## config.mk

```make
export PLATFORM = sky130hd
export DESIGN_NAME = dlmwc_lane
export DESIGN_NICKNAME = d
export VERILOG_FILES = /design/src/hdl/dlmwc_pkg.sv /design/src/hdl/dlmwc_lane.sv
export SDC_FILE = /design/constraint.sdc
export NUM_CORES = 2
export LEC_CHECK = 0
export BUFFER_PORTS_ARGS = -buffer_cell sky130_fd_sc_hd__clkbuf_2
export CAP_MARGIN = 20
export CORE_UTILIZATION = 47
export CTS_CLUSTER_SIZE = 40
export DETAILED_ROUTE_END_ITERATION = 8
export SLEW_MARGIN = 20
export SYNTH_ARGS = -nofsm -noshare
export SYNTH_HDL_FRONTEND = slang
export SYNTH_SLANG_ARGS = --single-unit
```

## constraint.sdc

```tcl
create_clock -name clk -period 16.5 [get_ports clk]
set_clock_uncertainty 0.05 [all_clocks]
set_input_delay 1.65 -clock clk [delete_from_list [all_inputs] [get_ports clk]]
set_output_delay 1.65 -clock clk [all_outputs]
set_load 0.02 [all_outputs]
```

## src/hdl/dlmwc_pkg.sv

```systemverilog
// Shared types, constants and coefficient tables for the dual lag-8 multiply-with-carry generator.
package dlmwc_pkg;

  localparam int HIST_DEPTH = 10;
  localparam int COEF_N     = 8;
  localparam int SEED_STEPS = 18;
  localparam int LANE_STEPS = 9;

  typedef logic [15:0] hist_word_t;
  typedef logic [3:0]  hist_idx_t;
  typedef logic [4:0]  seed_step_t;
  typedef logic [13:0] coef_t;
  typedef coef_t       coef_arr_t [COEF_N];

  localparam logic [14:0] SEED_MULT  = 15'd30903;
  localparam logic [31:0] FULL_SCALE = 32'hFFFF_FFFF;
  localparam logic [14:0] CARRY_MASK = 15'h7FFF;

  localparam coef_arr_t FIRST_COEF = '{
    14'd1941, 14'd1860, 14'd1812, 14'd1776, 14'd1492, 14'd1215, 14'd1066, 14'd12013
  };
  localparam coef_arr_t SECOND_COEF = '{
    14'd1111, 14'd2222, 14'd3333, 14'd4444, 14'd5555, 14'd6666, 14'd7777, 14'd9272
  };

  typedef struct packed {
    logic       en;
    hist_idx_t  idx;
    hist_word_t data;
  } seed_wr_t;

endpackage

```

## src/hdl/dlmwc_lane.sv

```systemverilog
// One lag-8 multiply-with-carry generator: history registers, seeding writes and the update step.
module dlmwc_lane
  import dlmwc_pkg::*;
(
  input  logic       clk,
  input  seed_wr_t   seed_wr,
  input  logic       step_en,
  input  coef_arr_t  coef,
  output hist_word_t new_word
);

  hist_word_t  hist [HIST_DEPTH];
  logic [31:0] sum;

  always_comb begin
    sum = 32'(hist[0]);
    for (int i = 0; i < COEF_N; i++) begin
      sum = sum + 32'(coef[i]) * 32'(hist[i + 1]);
    end
  end

  assign new_word = sum[15:0];

  always_ff @(posedge clk) begin
    if (seed_wr.en) begin
      if (seed_wr.idx == '0) begin
        // The carry word is held to 15 bits and the oldest word starts at zero.
        hist[0]              <= {1'b0, seed_wr.data[14:0] & CARRY_MASK};
        hist[HIST_DEPTH - 1] <= '0;
      end else begin
        hist[seed_wr.idx] <= seed_wr.data;
      end
    end else if (step_en) begin
      hist[0] <= sum[31:16];
      hist[1] <= sum[15:0];
      for (int i = 2; i < HIST_DEPTH; i++) begin
        hist[i] <= hist[i - 1];
      end
    end
  end

endmodule

```

[Word level (Yosys, flattened, before mapping)]
Memory sizes are Yosys's and may differ from the RTL's.
Index checks and enable logic that the tools add are counted.
Operators by class
  shifts and indexed selects: 0
  add/subtract/negate cells: 8
  $lt $le $gt $ge: 0
  multipliers: 8
  multiplexer cells: 14
  equal/unequal tests: 0
  reduce and logical (&&, ||, !) cells: 2
  bitwise logic cells: 2
  div/mod/pow operators: 0
Operators with widths (count)
  multiplier 14 x 16 -> 30 bit: 8
  adder 32 x 30 -> 32 bit: 6
  2-to-1 mux 16 bit: 3
  adder 31 x 30 -> 32 bit: 1
  adder 16 x 30 -> 31 bit: 1
  OR reduction 16 bit: 1
  2-to-1 mux 1 bit: 10
  zero test 4 bit: 1
  2-to-1 mux 4 bit: 1
  bitwise OR 1 bit: 2
Storage, ports and cells
  register bits: 0
  RAM bits: 160
  bits in read-only memories: 0
  logic and storage cells: 35
  latch bits: 0
  memories: 1
Memory list
  hist: depth 10, bits a word 16, rd ports 9, clocked after memory_dff 0, write ports 10, line dlmwc_lane.sv:12  | hist_word_t hist [HIST_DEPTH];

[Depth between registers and ports, before layout]
  depth in word-level cells: 11
  gate-level depth with buffers: 32

[Worst setup path after synthesis]
No wires, ideal clock.
  kind: in2out
  start point: in coef[1] in the netlist's numbering
  end point: out new_word[15]
  data arrival time: 9437 ps
  stages on the path: 28
  slack: 5363 ps
  data required time: 14800 ps
  path buffers: 1
  path through: clkbuf_1 nand2_1 fa_1 inv_1 fa_1 fa_1 fa_1 inv_1 fa_1 inv_1 fa_1 fa_1 inv_1 fa_1 inv_1 fa_1 inv_1 fa_1 fa_1 inv_1 ha_1 a21o_1 nor2_1 a21oi_1 o21ai_0 a21boi_0 mux2_2 nor2_1
On the way
  word-level cells in the longest chain between the ends: 2
RTL lines
  start, declared: line dlmwc_lane.sv:8  | input coef_arr_t coef,
  multiplier 14 x 16 -> 30 bit: line dlmwc_lane.sv:18  | sum = sum + 32'(coef[i]) * 32'(hist[i + 1]);
  adder 32 x 30 -> 32 bit: line dlmwc_lane.sv:18
  end, declared: line dlmwc_lane.sv:9  | output hist_word_t new_word
No other way between the ends.

[Worst setup path after layout]
  start point: in coef[58] in the netlist's numbering
  end point: out new_word[15]
On the way
  word-level cells in the longest chain between the ends: 6
RTL lines (line)
  multiplier 14 x 16 -> 30 bit: dlmwc_lane.sv:18
  adder 32 x 30 -> 32 bit (5 in a row): dlmwc_lane.sv:18
No other way between the ends.

==> summary.log <==
[critical_path] category of the most critical setup path primary input to primary output
[logic_synthesis] nets in the synthesized netlist 9425
[die] Core Region 140000 um^2
[finish] P&R area growth vs syn 4.78%
[critical_path] Critical R2R Launch hist[6][13]
[clock_tree] CTS HTree Levels 4
[route] post-DR wirelength/cell 24.6 um
[logic_synthesis] fraction of the yosys area taken by sequential cells 6.50%
[route] uppermost signal routing layer after detailed routing met5
[logic_synthesis] Post-synth EDFFs 144
[finish] most common library cell in the layout ignoring fill and taps inv_1
[route] DRT antenna net count 0
[finish] register with the most flip-flops hist
[die] floorplan die width 378 um
[finish] most used cells in the layout excluding fill and tap cells inv_1 (1933), fa_1 (1743), nand2_1 (972), and2_1 (901), ha_1 (578)
[critical_path] data arrival at the endpoint of the critical path 10.03 ns
[route] total number of vias 46232
[logic_synthesis] fraction of synthesized cell area taken by the top area cell type 52.5%
[route] DRC Markers 0
[place] HPWL Detailed 183000 um
[global_route] largest net degree at the start of global routing 35
[die] number of placed I/O pins 151
[timing] Sum Neg Setup Slack 0 ns
[timing] shortest clock period the worst path allows after layout 11.73 ns
[global_route] overflow left after global routing 0
[logic_synthesis] FF+latch count, synth 144
[logic_synthesis] mean cell area of the mapped netlist 9.54 um^2
[global_route] antenna violations before repair 7
[logic_synthesis] Yosys warning total 0
[finish] max reg flops 144
[global_route] global-route wire length before repair 325000 um
[logic_synthesis] Syn Inst Count 6969
[timing] count of pins over their slew limit 0
[finish] nets 9380
[die] vertical die dimension 378 um
[route] detailed-router iteration count before antenna repair 5
[logic_synthesis] main area contributors after synthesis fa_1 (52%), inv_1 (11%), ha_1 (11%)
[logic_synthesis] dominant register cell in the synthesized netlist edfxtp_1
[min_path] type of the most critical hold path flop to flop
[finish] fill count 13314
[global_route] via count of the first global-routing pass 49918
[clock_tree] # clock sinks 144
[clock_tree] Clock Pin Slew Worst Setup and Hold Paths 0.08 ns
[finish] total area of sequential cells 4320 um^2
[global_route] total global-route track usage 31.7%
[timing] slew at the pin closest to its max-slew limit 1.10 ns
[die] die outline area 143000 um^2
[critical_path] startpoint kind of the worst setup timing path primary input
[timing] fmax 85.3 MHz
[clock_tree] clock latency at the later pin of the worst-skew pair 0.50 ns
[place] final weighted congestion in routability-driven placement 1.01
[clock_tree] CTS resizes 0
[finish] fraction of layout cells with a size suffix above 1 4.09%
[timing] RSZ-0062 raised after global routing false
[die] floorplan row count 137
[min_path] Hold EP hist[2][15]
[die] initial standard-cell utilization of the core 47.6%
[place] number of port buffers 150
[critical_path] endpoint required time on the critical path 14.80 ns
[route] Iteration-0 DRC Markers 3609
[clock_tree] maximum buffer depth of the clock tree 2
[status] result of the run finished clean
[job] number of max-cap violations 0
[finish] area of combinational cells with multiple inputs 53900 um^2
[clock_tree] number of buffers added for setup after CTS 0
[timing] count of endpoints failing hold in the final timing report 0
[critical_path] Critical Path Fanout Max 16
[route] routed wire length on met3 14300 um
[timing] period utilization 71.1%
[min_path] number of cells on the worst hold path 3
[logic_synthesis] post-synth top area cell fa_1
[critical_path] terminus of the critical flop-to-flop path hist[0][15]
[clock_tree] TritonCTS clock tree done
[critical_path] path depth of the worst reg2reg path 25
[logic_synthesis] cell area after synthesis 66500 um^2
[timing] Slew headroom 26.4%
[finish] registers with the highest flip-flop counts hist: 144 flops
[critical_path] setup slack, reg-to-reg 6.71 ns
[route] vias per cell 5.24
[clock_tree] root buffer selected by CTS clkbuf_16
[logic_synthesis] share of synthesized registers carrying an async set or reset 0%
[route] drt total wl 217000 um
[clock_tree] number of clock buffers inserted by TritonCTS 17
[timing] endpoints failing setup 0
[critical_path] kind of capture point of the worst setup path primary output
[clock_tree] total of hold buffers inserted after clock tree synthesis 0
[route] met2 wire len 107000 um
[min_path] worst hold start hist[1][15]
[route] routed metal-1 wire length 83300 um
[logic_synthesis] count of cell types in the netlist 58
-- synthesized netlist by cell type, drive strengths merged, types with 2 or more instances --
cell type,instances
nand3b,3
a21o,9
nor3,4
buf,7
and2,901
o21a,8
and3,6
nand3,2
nor3b,4
a21oi,109
nand4,4
mux2,2
a31oi,3
a22oi,16
edfxtp,144
ha,578
fa,1743
xor2,10
or2,4
nor2b,4
xnor2,25
nor4,2
o21ai,72
nand2,973
o21bai,2
clkbuf,273
inv,1933
nor2,97
o211ai,2
nand2b,3
a21boi,4
o31ai,3
a211o,2
-- cell families (layout without fill, tap and decap cells) --
logic type | after synthesis | count (layout) | synth area share (%)
adders and majority gates | 2321 | 2321 | 63.3
buffers and inverters | 2213 | 2181 | 12.5
and+or+nand+nor | 2011 | 2011 | 14.9
AOI/OAI and AO/OA | 242 | 242 | 2.24
DFF | 144 | 144 | 6.50
xor gates and xnor gates | 35 | 35 | 0.461
muxes | 3 | 3 | 0.0489
other | 0 | 6 | 0
-- worst max-delay path by stage --
stage | slack, ns | cells past startpoint | endpoint | start
global placement | 4.71 | 25 | new_word[15] | coef[58]
CTS | 4.72 | 25 | new_word[15] | coef[58]
global route | 4.41 | 29 | new_word[15] | coef[1]
floorplan | 5.36 | 28 | new_word[15] | coef[1]
detailed placement | 4.73 | 25 | new_word[15] | coef[58]
finish | 4.77 | 25 | new_word[15] | coef[58]
-- worst max-delay path, stage by stage --
cell and delay, ns:
clkbuf_2 0.30, nand2_1 0.14, fa_1 0.60, fa_1 0.45, fa_1 0.53, inv_1 0.06, fa_1 0.52, inv_1 0.06
fa_1 0.71, fa_1 0.50, fa_1 0.64, fa_1 0.46, fa_1 0.51, fa_1 0.43, fa_1 0.50, inv_1 0.05
ha_1 0.38, a21o_1 0.19, nor2_1 0.07, a21oi_1 0.13, o21ai_0 0.09, a21boi_0 0.27, mux2_2 0.40, nor2_1 0.16
clkbuf_2 0.20
-- cell type report --
type                    instances  share of cell area, %
multi-input cells            4612                   77.4
repair buffers                216                   1.79
clock inverters                15                  0.214
inverters                    1933                   10.4
clock buffers                  17                  0.610
well taps                    1876                   3.37
flip-flops and latches        144                   6.20
diodes                          6                 0.0215
-- stage by stage --
stage	setup slack, ns	utilization [%]	hold slack [ns]	area [um^2]	cells
after CTS	4.72	49.8	0.747	69700	8812
after global routing	4.41	49.8	0.776	69700	8815
final	4.77	49.8	0.744	69700	8819
after global placement	4.71	49.4	0.711	69100	8780
after detailed placement	4.73	49.4	0.717	69100	8780
after floorplan	5.36	-	0.527	66500	6969
-- layer usage --
layer / up-vias / global-route usage [%]
met1: 24480 / 40.5
met2: 1676 / 53.9
met3: 350 / 3.97
met5: - / 0
met4: 6 / 13.9
li1: 19720 / -
Power is left out: the tool's default activity adds up to more than one toggle a clock period on the data nets, which glitch-free logic cannot reach.
